File: src/sv/bpmf_pkg.sv
// Shared types, constants and register codes of the byte pattern match finder.
package bpmf_pkg;

   // Default sizes of the window and of the stream offset
   localparam int DEFAULT_MAX_PATTERN = 16;
   localparam int DEFAULT_OFFSET_BITS = 40;

   // Fixed field widths
   localparam int BYTE_W     = 8;
   localparam int RSP_OFF_W  = 40;
   localparam int COUNT_W    = 16;
   localparam int CSR_IDX_W  = 2;
   localparam int CSR_DATA_W = 64;
   localparam int PLEN_W     = 5;

   localparam logic [COUNT_W-1:0] COUNT_MAX = '1;

   // Result queue depth; an item is taken only while two slots are free
   localparam int FIFO_DEPTH = 4;

   // Register indexes
   localparam logic [CSR_IDX_W-1:0] REG_PATTERN_LOW    = 2'd0;
   localparam logic [CSR_IDX_W-1:0] REG_PATTERN_HIGH   = 2'd1;
   localparam logic [CSR_IDX_W-1:0] REG_PATTERN_LENGTH = 2'd2;
   localparam logic [CSR_IDX_W-1:0] REG_MAX_MATCHES    = 2'd3;

   // Result kinds
   localparam logic KIND_MATCH  = 1'b0;
   localparam logic KIND_FINISH = 1'b1;

   typedef struct packed {
      logic                 result_kind;
      logic [RSP_OFF_W-1:0] match_offset;
      logic [COUNT_W-1:0]   match_total;
      logic                 run_end;
   } rslt_type;

   // Up to two results written into the queue in one cycle
   typedef struct packed {
      logic [1:0] count;
      rslt_type   first;
      rslt_type   second;
   } fifo_push_type;

   typedef struct packed {
      logic has_item;
      logic has_room;
   } fifo_stat_type;

endpackage

File: src/sv/bpmf_match_cell.sv
// One window cell: holds a stream byte (all but the last cell), compares its input byte with its pattern byte.
module bpmf_match_cell
   import bpmf_pkg::*;
#(
   parameter int MAX_PATTERN = DEFAULT_MAX_PATTERN,
   parameter int CELL_POS    = 0,
   parameter bit HOLD        = 1'b1,
   localparam int LEN_W      = $clog2(MAX_PATTERN + 1)
) (
   input  logic                                clock,
   input  logic                                reset,
   input  logic                                shift,
   input  logic                                clear,
   input  logic [BYTE_W-1:0]                   byte_in,
   output logic [BYTE_W-1:0]                   byte_out,
   input  logic [MAX_PATTERN-1:0][BYTE_W-1:0]  pattern,
   input  logic [LEN_W-1:0]                    used_len,
   output logic                                byte_ok
);

   logic [BYTE_W-1:0] pat_sel;

   // Pick pattern byte len-1-pos for this cell
   always_comb begin
      pat_sel = '0;
      for (int k = 0; k < MAX_PATTERN; k++) begin
         if (int'(used_len) - 1 - CELL_POS == k) begin
            pat_sel = pattern[k];
         end
      end
   end

   // Cells past the pattern length always agree
   assign byte_ok = (CELL_POS >= int'(used_len)) || (byte_in == pat_sel);

   // Hold the byte and pass it to the next cell on every shift; a shift with clear loads zero
   generate
      if (HOLD) begin : g_hold
         logic [BYTE_W-1:0] byte_ff;
         logic [BYTE_W-1:0] byte_next_in;

         always_comb begin
            byte_next_in = byte_ff;
            if (shift) begin
               byte_next_in = clear ? '0 : byte_in;
            end
         end

         always_ff @(posedge clock) begin
            if (reset) begin
               byte_ff <= '0;
            end else begin
               byte_ff <= byte_next_in;
            end
         end

         assign byte_out = byte_ff;
      end else begin : g_last
         assign byte_out = '0;
      end
   endgenerate

endmodule

File: src/sv/bpmf_result_fifo.sv
// Small result queue that takes up to two results per cycle and hands out one.
module bpmf_result_fifo
   import bpmf_pkg::*;
(
   input  logic          clock,
   input  logic          reset,
   input  fifo_push_type push,
   input  logic          pop,
   output rslt_type      head,
   output fifo_stat_type stat
);

   localparam int PTR_W = $clog2(FIFO_DEPTH);
   localparam int CNT_W = $clog2(FIFO_DEPTH + 1);

   rslt_type          slot_ff [FIFO_DEPTH];
   logic [PTR_W-1:0]  wr_ff, wr_in;
   logic [PTR_W-1:0]  rd_ff, rd_in;
   logic [CNT_W-1:0]  count_ff, count_in;
   logic              pop_ok;

   assign pop_ok = pop && (count_ff != '0);

   // Advance pointers and fill level
   always_comb begin
      wr_in    = wr_ff + PTR_W'(push.count);
      rd_in    = rd_ff + PTR_W'(pop_ok);
      count_in = count_ff + CNT_W'(push.count) - CNT_W'(pop_ok);
   end

   always_ff @(posedge clock) begin
      if (reset) begin
         wr_ff    <= '0;
         rd_ff    <= '0;
         count_ff <= '0;
      end else begin
         wr_ff    <= wr_in;
         rd_ff    <= rd_in;
         count_ff <= count_in;
      end
   end

   // Write the first and second result into consecutive slots
   always_ff @(posedge clock) begin
      for (int i = 0; i < FIFO_DEPTH; i++) begin
         if (push.count != 2'd0 && PTR_W'(i) == wr_ff) begin
            slot_ff[i] <= push.first;
         end
         if (push.count == 2'd2 && PTR_W'(i) == PTR_W'(wr_ff + PTR_W'(1))) begin
            slot_ff[i] <= push.second;
         end
      end
   end

   assign head          = slot_ff[rd_ff];
   assign stat.has_item = (count_ff != '0);
   assign stat.has_room = (count_ff <= CNT_W'(FIFO_DEPTH - 2));

`ifndef NO_ASSERTIONS
   a_count_bound: assert property (@(posedge clock) disable iff (reset)
      count_ff <= CNT_W'(FIFO_DEPTH))
      else $error("result queue overfilled");

   a_double_push: assert property (@(posedge clock) disable iff (reset)
      (push.count == 2'd2 && !pop_ok) |=> count_ff == $past(count_ff) + CNT_W'(2))
      else $error("double push lost a result");

   a_pop_moves_head: assert property (@(posedge clock) disable iff (reset)
      pop_ok |=> rd_ff == $past(rd_ff) + PTR_W'(1))
      else $error("read pointer did not advance on pop");
`endif

endmodule

File: src/sv/byte_pattern_match_finder_unit.sv
// A match or finish result is written into the result queue when its byte is accepted.
// Throughput: one byte per cycle while req_stall is low; the window compare over the cell row is combinational.
// A final byte with a match yields two results; the four-slot result queue absorbs them
// and holds off new bytes only while fewer than two slots are free.
// Reset (synchronous, active high) clears window, offset, count, halt flag and queue,
// and sets the registers to pattern zero, length one and no match limit.
module byte_pattern_match_finder_unit
   import bpmf_pkg::*;
#(
   parameter int MAX_PATTERN = DEFAULT_MAX_PATTERN,
   parameter int OFFSET_BITS = DEFAULT_OFFSET_BITS
) (
   input  logic                   clock,
   input  logic                   reset,
   // Input items
   input  logic                   req_valid,
   output logic                   req_stall,
   input  logic [BYTE_W-1:0]      req_data_byte,
   input  logic                   req_final_byte,
   // Result items
   output logic                   rsp_valid,
   input  logic                   rsp_stall,
   output logic                   rsp_result_kind,
   output logic [RSP_OFF_W-1:0]   rsp_match_offset,
   output logic [COUNT_W-1:0]     rsp_match_total,
   output logic                   rsp_run_end,
   // Register writes
   input  logic                   csr_write_enable,
   input  logic [CSR_IDX_W-1:0]   csr_index,
   input  logic [CSR_DATA_W-1:0]  csr_write_data
);

   localparam int LEN_W = $clog2(MAX_PATTERN + 1);

   // Registers
   logic [CSR_DATA_W-1:0] pat_low_ff;
   logic [CSR_DATA_W-1:0] pat_high_ff;
   logic [PLEN_W-1:0]     pat_len_ff;
   logic [COUNT_W-1:0]    max_ff;

   // Stream state
   logic [OFFSET_BITS-1:0] seen_ff, seen_in;
   logic [COUNT_W-1:0]     found_ff, found_in;
   logic                   halted_ff, halted_in;
   logic [LEN_W-1:0]       fill_ff, fill_in;

   logic                               accept;
   logic [LEN_W-1:0]                   used_len;
   logic [MAX_PATTERN-1:0][BYTE_W-1:0] pat_bytes;
   logic [MAX_PATTERN-1:0]             cell_ok;
   logic [MAX_PATTERN:0][BYTE_W-1:0]   chain;
   logic                               hit;
   logic [OFFSET_BITS-1:0]             start_off;
   rslt_type                           match_rslt;
   rslt_type                           finish_rslt;
   fifo_push_type                      push;
   fifo_stat_type                      stat;
   rslt_type                           head;

   assign req_stall = !stat.has_room;
   assign accept    = req_valid && !req_stall;

   // Write registers
   always_ff @(posedge clock) begin
      if (reset) begin
         pat_low_ff  <= '0;
         pat_high_ff <= '0;
         pat_len_ff  <= PLEN_W'(1);
         max_ff      <= '0;
      end else if (csr_write_enable) begin
         unique case (csr_index)
            REG_PATTERN_LOW:    pat_low_ff  <= csr_write_data;
            REG_PATTERN_HIGH:   pat_high_ff <= csr_write_data;
            REG_PATTERN_LENGTH: pat_len_ff  <= csr_write_data[PLEN_W-1:0];
            REG_MAX_MATCHES:    max_ff      <= csr_write_data[COUNT_W-1:0];
            default: ;
         endcase
      end
   end

   // Clamp the length into one to the window size
   always_comb begin
      priority if (pat_len_ff == '0) begin
         used_len = LEN_W'(1);
      end else if (32'(pat_len_ff) > MAX_PATTERN) begin
         used_len = LEN_W'(MAX_PATTERN);
      end else begin
         used_len = LEN_W'(pat_len_ff);
      end
   end

   // Unpack pattern bytes; bytes past the sixteenth are zero
   generate
      for (genvar k = 0; k < MAX_PATTERN; k++) begin : g_pat
         if (k < 8) begin : g_lo
            assign pat_bytes[k] = pat_low_ff[8*k +: 8];
         end else if (k < 16) begin : g_hi
            assign pat_bytes[k] = pat_high_ff[8*(k-8) +: 8];
         end else begin : g_zero
            assign pat_bytes[k] = '0;
         end
      end
   endgenerate

   // Row of cells: the newest byte enters cell zero and moves one cell per item
   assign chain[0] = req_data_byte;

   generate
      for (genvar d = 0; d < MAX_PATTERN; d++) begin : g_cell
         bpmf_match_cell #(
            .MAX_PATTERN (MAX_PATTERN),
            .CELL_POS    (d),
            .HOLD        (d < MAX_PATTERN - 1)
         ) u_cell (
            .clock    (clock),
            .reset    (reset),
            .shift    (accept),
            .clear    (req_final_byte),
            .byte_in  (chain[d]),
            .byte_out (chain[d+1]),
            .pattern  (pat_bytes),
            .used_len (used_len),
            .byte_ok  (cell_ok[d])
         );
      end
   endgenerate

   // Match only once enough bytes of this stream have arrived
   assign hit = !halted_ff && (fill_ff >= used_len - LEN_W'(1)) && (&cell_ok);

   assign start_off = seen_ff - OFFSET_BITS'(used_len - LEN_W'(1));

   // Update stream state; the final byte starts a new stream
   always_comb begin
      found_in  = found_ff;
      halted_in = halted_ff;
      if (hit) begin
         if (found_ff != COUNT_MAX) begin
            found_in = found_ff + COUNT_W'(1);
         end
         if (max_ff != '0 && found_in >= max_ff) begin
            halted_in = 1'b1;
         end
      end
      seen_in = seen_ff + OFFSET_BITS'(1);
      fill_in = (fill_ff < LEN_W'(MAX_PATTERN)) ? fill_ff + LEN_W'(1) : fill_ff;
   end

   always_ff @(posedge clock) begin
      if (reset) begin
         seen_ff   <= '0;
         found_ff  <= '0;
         halted_ff <= 1'b0;
         fill_ff   <= '0;
      end else if (accept) begin
         if (req_final_byte) begin
            seen_ff   <= '0;
            found_ff  <= '0;
            halted_ff <= 1'b0;
            fill_ff   <= '0;
         end else begin
            seen_ff   <= seen_in;
            found_ff  <= found_in;
            halted_ff <= halted_in;
            fill_ff   <= fill_in;
         end
      end
   end

   // Build the results of this item
   always_comb begin
      match_rslt.result_kind  = KIND_MATCH;
      match_rslt.match_offset = RSP_OFF_W'(start_off);
      match_rslt.match_total  = found_in;
      match_rslt.run_end      = !req_final_byte;

      finish_rslt.result_kind  = KIND_FINISH;
      finish_rslt.match_offset = '0;
      finish_rslt.match_total  = found_in;
      finish_rslt.run_end      = 1'b1;

      push.count  = 2'd0;
      push.first  = match_rslt;
      push.second = finish_rslt;
      if (accept) begin
         priority if (hit && req_final_byte) begin
            push.count = 2'd2;
         end else if (hit) begin
            push.count = 2'd1;
         end else if (req_final_byte) begin
            push.count = 2'd1;
            push.first = finish_rslt;
         end else begin
            push.count = 2'd0;
         end
      end
   end

   bpmf_result_fifo u_fifo (
      .clock (clock),
      .reset (reset),
      .push  (push),
      .pop   (!rsp_stall),
      .head  (head),
      .stat  (stat)
   );

   assign rsp_valid        = stat.has_item;
   assign rsp_result_kind  = head.result_kind;
   assign rsp_match_offset = head.match_offset;
   assign rsp_match_total  = head.match_total;
   assign rsp_run_end      = head.run_end;

`ifndef NO_ASSERTIONS
   a_final_clears: assert property (@(posedge clock) disable iff (reset)
      (accept && req_final_byte) |=> (seen_ff == '0 && found_ff == '0 && !halted_ff
                                      && fill_ff == '0))
      else $error("stream state not cleared after final item");

   a_fill_bound: assert property (@(posedge clock) disable iff (reset)
      fill_ff <= LEN_W'(MAX_PATTERN))
      else $error("fill count beyond window size");

   a_halted_no_hit: assert property (@(posedge clock) disable iff (reset)
      halted_ff |-> !hit)
      else $error("match reported after halt");
`endif

endmodule
File: config.mk
export PLATFORM = sky130hd
export DESIGN_NAME = byte_pattern_match_finder_unit
export DESIGN_NICKNAME = d
export VERILOG_FILES = /design/src/sv/bpmf_pkg.sv /design/src/sv/bpmf_match_cell.sv /design/src/sv/bpmf_result_fifo.sv /design/src/sv/byte_pattern_match_finder_unit.sv
export SDC_FILE = /design/constraint.sdc
export NUM_CORES = 2
export LEC_CHECK = 0
export ABC_AREA = 1
export CELL_PAD_IN_SITES_DETAIL_PLACEMENT = 1
export CELL_PAD_IN_SITES_GLOBAL_PLACEMENT = 2
export CORE_MARGIN = 1.5
export CORE_UTILIZATION = 30
export DETAILED_ROUTE_END_ITERATION = 7
export DONT_BUFFER_PORTS = 1
export MAX_ROUTING_LAYER = met4
export PLACE_DENSITY_LB_ADDON = 0.1
export SETUP_SLACK_MARGIN = 0.15
export SLEW_MARGIN = 25
export SYNTH_ARGS = -nofsm -noshare
export SYNTH_HDL_FRONTEND = slang
export SYNTH_SLANG_ARGS = --single-unit
File: constraint.sdc
create_clock -name clock -period 23.1 [get_ports clock]
set_input_delay 1.155 -clock clock [delete_from_list [all_inputs] [get_ports clock]]
set_output_delay 1.155 -clock clock [all_outputs]
set_load 0.005 [all_outputs]
* After elaboration in Yosys (flattened, before gate mapping)
Memory sizes are Yosys's and may differ from the RTL's. A register that Yosys moved wholly into a read port is not among the register bits.
Index checks and enable logic that the tools add are counted.
** Word-level totals
- Bits in registers :: 338
- Memory bits (writable) :: 232
- Input bits :: 80
- Output and inout port bits :: 60
- Word-level logic and storage cells :: 732
- Memories :: 1
** Memories
- u_fifo.slot_ff :: words 4, bits a word 58, read ports 1, clocked after Yosys merged registers in 1, write ports 2, line bpmf_result_fifo.sv:16 : rslt_type slot_ff [FIFO_DEPTH];
** Cells by class
- Add/sub/neg operators :: 27
- Order comparisons :: 21
- Equality and inequality tests :: 267
- Mux-type cells :: 317
- Bitwise logic cells :: 4
- Reduce and logical (&&, ||, !) cells :: 69
** Operator list (number)
- == test 32 x 5 -> 1 bit, second input constant :: 120
- 2-to-1 mux 8 bit :: 271
- == test 32 x 4 -> 1 bit, second input constant :: 60
- == test 32 x 3 -> 1 bit, second input constant :: 30
- 2-to-1 mux 58 bit :: 9
- logical NOT 32 bit :: 16
- == test 32 x 2 -> 1 bit, second input constant :: 15
- == test 8 bit :: 16
- OR reduction 58 bit :: 2
- 2-to-1 mux 16 bit :: 4
- 2-to-1 mux 60 bit :: 1
- subtractor 6 x 5 -> 7 bit, second input constant :: 8
- == test 6 x 5 -> 1 bit, second input constant :: 8
- adder 40 x 1 -> 40 bit, second input constant :: 1
- >= comparator 4 x 5 -> 1 bit, first input constant :: 8
- 2-to-1 mux 40 bit :: 1
- subtractor 40 bit :: 1
- subtractor 6 x 4 -> 7 bit, second input constant :: 4
- == test 6 x 4 -> 1 bit, second input constant :: 4
- 2-to-1 mux 1 bit :: 23
- >= comparator 3 x 5 -> 1 bit, first input constant :: 4
- 2-to-1 mux 5 bit :: 4
- adder 16 x 1 -> 16 bit, second input constant :: 1
- >= comparator 16 bit :: 1
- 36 further kinds :: 93

* Longest topological paths before layout
- Depth in word-level cells :: 39
- Mapped depth :: 64
- Depth with buffers taken out :: 59

* By module
From an unflattened synthesis, not the netlist that was laid out.
** Unflattened totals
- Cell total of the unflattened synthesis :: 10728
- Area, all modules :: 60894.7 um^2
** Modules (own cells, without submodules)
- byte_pattern_match_finder_unit :: times used 1, cells an instance 1813, area each 12020.3 um^2, sequential area each 4224.1 um^2
- bpmf_result_fifo :: times used 1, cells an instance 1196, area each 11526.1 um^2, sequential area each 7106.8 um^2
- bpmf_match_cell (g_cell[5].u_cell) :: times used 1, cells an instance 528, area each 2676.3 um^2, sequential area each 160.2 um^2
- bpmf_match_cell (g_cell[14].u_cell) :: times used 1, cells an instance 534, area each 2552.4 um^2, sequential area each 160.2 um^2
- bpmf_match_cell (g_cell[13].u_cell) :: times used 1, cells an instance 530, area each 2544.9 um^2, sequential area each 160.2 um^2
- bpmf_match_cell (g_cell[6].u_cell) :: times used 1, cells an instance 521, area each 2533.7 um^2, sequential area each 160.2 um^2
- bpmf_match_cell (g_cell[10].u_cell) :: times used 1, cells an instance 516, area each 2519.9 um^2, sequential area each 160.2 um^2
- bpmf_match_cell (g_cell[2].u_cell) :: times used 1, cells an instance 513, area each 2494.9 um^2, sequential area each 160.2 um^2
- bpmf_match_cell (g_cell[1].u_cell) :: times used 1, cells an instance 518, area each 2493.6 um^2, sequential area each 160.2 um^2
- bpmf_match_cell (g_cell[9].u_cell) :: times used 1, cells an instance 519, area each 2447.3 um^2, sequential area each 160.2 um^2
- bpmf_match_cell (g_cell[11].u_cell) :: times used 1, cells an instance 528, area each 2446.1 um^2, sequential area each 160.2 um^2
- bpmf_match_cell (g_cell[7].u_cell) :: times used 1, cells an instance 505, area each 2439.8 um^2, sequential area each 160.2 um^2
- bpmf_match_cell (g_cell[3].u_cell) :: times used 1, cells an instance 471, area each 2285.9 um^2, sequential area each 160.2 um^2
- bpmf_match_cell (g_cell[15].u_cell) :: times used 1, cells an instance 478, area each 2170.8 um^2, sequential area each 0.0 um^2
- 4 more rows

* Worst setup path after synthesis
No wires, ideal clock.
- Kind :: register to register
- From :: register pat_len_ff[2]
- To :: memory u_fifo.slot_ff[0][0] (netlist name), enable pin
- Setup time :: 0.560 ns
- Data arrival time :: 9.677 ns
- Required time :: 22.540 ns
- Setup slack :: 12.863 ns
- Stages on the path, launching flop included :: 48
- Buffers on the path :: 3
- Clock period less this slack :: 10.237 ns
- Cells stage by stage :: dfxtp_1 -> nor2_1 -> nand2_1 -> nand2_1 -> inv_1 -> nor2_1 -> inv_1 -> ha_1 -> buf_2 -> inv_2 -> nand2_1 -> nand2_1 -> buf_6 -> ha_1 -> nand2_1 -> nand3_1 -> nand3_1 -> nor3_2 -> [... 12 more ...] -> nand2_1 -> nand3_1 -> nand2_1 -> nand2_1 -> nor2_1 -> nand2_1 -> nand2_1 -> nand2_1 -> inv_2 -> nand3_1 -> nor3_1 -> nand4_1 -> nor2_1 -> inv_1 -> ha_1 -> nor2_1 -> nor2_1 -> o31ai_1
** RTL lines
- from (decl) :: line byte_pattern_match_finder_unit.sv:38 : logic [PLEN_W-1:0] pat_len_ff;
- from (signal assigned) :: line byte_pattern_match_finder_unit.sv:74 : REG_PATTERN_LENGTH: pat_len_ff <= csr_write_data[PLEN_W-1:0];
- to (decl) :: line bpmf_result_fifo.sv:16

==> metrics <==
Multi-input gate area just over 0.03 sq mm; final setup fails 0; Hold Path Depth 2; setup_tns 0 ns; Area Growth Syn to Fin 9.46%; Cells after Synth 8769; Worst path most repeated cell nand2_1; Post-synth EDFFs 190; WHS Endpoint u_fifo.slot_ff[2][18]; mean post-synth cell area between 5 and 6 sq um; Die X 411 um; Worst Setup Start Kind register; TritonCTS Buffers 75; run status finished clean; Primary FF master, synth dfxtp_1; gp weighted congestion 1.10; leakage power ~0.023 uW; crit end category register; Slew headroom 12.9%; CP Data Required Time 23.72 ns; unrepaired setup endpoints after global routing false; Vias 63000; first-pass GRT wire length about 500 mm; CTS tree built; Worst Reg-to-Reg Cells 50; minimum clock period approximately 13 ns; VDD IR max 0.0562 mV; initial antenna violation count between 40 and 50; placed inst area 0.0522 sq mm; Layout fillers about 22000; fin crit share 54.8%; Max Freq 79.0 MHz; Sink Count 570; Int Power 2100 uW; sw power 1680 uW; WL/cell between 30 and 40 um; Reg area approximately 0.013 sq mm; largest net degree at the start of global routing between 100 and 150; Final Instance Area 0.0548 sq mm; Post-CTS Hold Fix Bufs 0; vias in the first global route 58900; root buffer cell clkbuf_16; mapped cell area 0.0500 sq mm; DR DRC count 0; Pwr Density 69.1 mW/mm^2; Resized Gates After CTS 0; Synth Warn # 0; clock power share between 30% and 40%; share of post-route cells with drive strength above 1 4.96%; Starting DRT DRC Count between 8000 and 9000; # rows 149; Post-DP HPWL 274 mm; Worst-Margin Slew 1.30 ns; sw frac roughly 44%; final hold viol count 0; core area about 0.17 sq mm; Clk Latency, worst-skew pair 0.72 ns; htree depth 3; hold_sp u_fifo.slot_ff[2][18]; grt total ovfl 0; Power, Total 3780 uW; Seq pwr share approximately a third; skew final 0.0459 ns; slowest library cell on the worst path nor2_1; Starting Density 30.3%; reported max-cap violation count 0; RR Endpoint u_fifo.slot_ff[2][37]; #FFs+latches synth 570; Worst Hold Class register to register; critical path class register to register; Via density 5.83; post-route ant nets 0; Ports 140; RR Startpoint pat_len_ff[4]; Post-CTS Setup Bufs 0; Max clock buf depth 3; drt total wl 363 mm; Slew Viols, Final 0; post-layout net count 8698; Syn Nets 8938; Cell variety after synth 58; die height 411 um; Port Buffers 0; CP max FO 41; clk slew on worst S/H paths 0.06 ns; Die ar. 0.169 sq mm; DR pass1 iterations 6; fin util ~33%; Combinational Power Share 36.1%; register area share after synthesis between 20% and 30%; CP arrival between 10 and 15 ns; asr flop ratio synth 0%; Max stage delay on crit path 1.10 ns; setup slack, reg-to-reg 10.44 ns; All-Layer GR Usage around 43%
-- worst max path at each step --
stage	start	endpoint	slack (ns)	cells past startpoint
finish	pat_len_ff[4]	u_fifo.slot_ff[2][37]	10.44	50
global route	pat_len_ff[4]	u_fifo.slot_ff[2][40]	9.77	46
CTS	pat_len_ff[4]	u_fifo.slot_ff[2][37]	10.99	46
detailed placement	pat_len_ff[4]	u_fifo.slot_ff[2][37]	11.02	46
global placement	pat_len_ff[4]	u_fifo.slot_ff[2][42]	11.36	46
floorplan	pat_len_ff[2]	u_fifo.slot_ff[0][0]	12.86	47
-- worst max-delay path, delay by kind of cell, from the launching register on --
| family | cells | cell delay (ns) |
|---|---|---|
| and+or+nand+nor | 34 | 7.56 |
| DFF | 1 | 0.55 |
| adders and majority gates | 3 | 1.05 |
| buffers and inverters | 11 | 3.02 |
| AOI/OAI and AO/OA | 2 | 0.32 |
-- cells by family after synthesis --
group,synth area share (%)
xor gates and xnor gates,0.945
adders and majority gates,2.26
buffers and inverters,12.8
AOI/OAI and AO/OA,21.8
and+or+nand+nor,35.5
DFF,26.6
-- Yosys cell counts (48+ instances only) --
master / count / area [sq um]
nand2_1: 2902 / 10900
inv_1: 1121 / 4210
a21oi_1: 902 / 4510
o21ai_0: 899 / 4500
nand3_1: 552 / 2760
nor2_1: 552 / 2070
dfxtp_1: 380 / 7610
clkbuf_1: 376 / 1410
edfxtp_1: 190 / 5710
o21ai_1: 102 / 510
ha_1: 87 / 1090
nand4_1: 85 / 532
o22ai_1: 63 / 394
nand3b_1: 61 / 458
o211ai_1: 58 / 435
buf_2: 57 / 285
nor3_1: 48 / 240
-- cells in the final DEF (no fill, tap or decap), types with 61 or more instances in the layout --
cell type	netlist	layout
nand2_1	2902	2902
a21oi_1	902	901
nand4_1	85	85
clkbuf_16	0	76
nor2_1	552	537
nand3b_1	61	61
ha_1	87	87
dfxtp_1	380	378
o21ai_0	899	874
nand3_1	552	551
edfxtp_1	190	190
o21ai_1	102	124
o22ai_1	63	63
buf_4	9	156
inv_1	1121	1116
-- power groups by stage --
stage,Sequential [uW],Combinational (uW),Clock [uW]
floorplan,1170,749,0
global placement,1210,1300,0
detailed placement,1220,1320,0
CTS,1200,1320,1240
global route,1200,1430,1270
finish,1200,1360,1220
-- sequential cells by signal, summed over array words and instances, names as in the netlist --
signal / cells
pat_len_ff: 5
u_fifo.rd_ff: 2
u_fifo.slot_ff: 232
max_ff: 16
found_ff: 16
u_fifo.count_ff: 3
pat_high_ff: 64
seen_ff: 40
u_fifo.wr_ff: 2
fill_ff: 5
pat_low_ff: 64
halted_ff: 1
g_cell.u_cell.byte_out: 120
-- layer usage --
layer | global-route usage [%] | up-vias | wire (um)
met1 | 55.3 | 31200 | 154000
met2 | 58.8 | 3249 | 145000
met4 | 23.7 | 0 | 23800
li1 | - | 27900 | -
met5 | - | - | 0
met3 | 12.4 | 768 | 40100
-- cell type report --
class / count / area share [%]
Clock inverter: 35 / 0.676
Tap cell: 2189 / 5.00
Clock buffer: 97 / 3.84
Multi-Input combinational cell: 6543 / 55.7
Timing Repair Buffer: 157 / 2.16
Inverter: 1182 / 8.12
Sequential cell: 570 / 24.3
Antenna cell: 44 / 0.201
-- metrics by stage --
stage	worst slack, ns	std cells	hold slack, ns
final	10.44	10800	0.455
after global routing	9.77	10800	0.478
after CTS	10.99	10800	0.456
after detailed placement	11.02	10600	0.445
after global placement	11.36	10600	0.444
after floorplan	12.86	8769	0.429
Note: power is estimated with default switching activity, not from simulation.
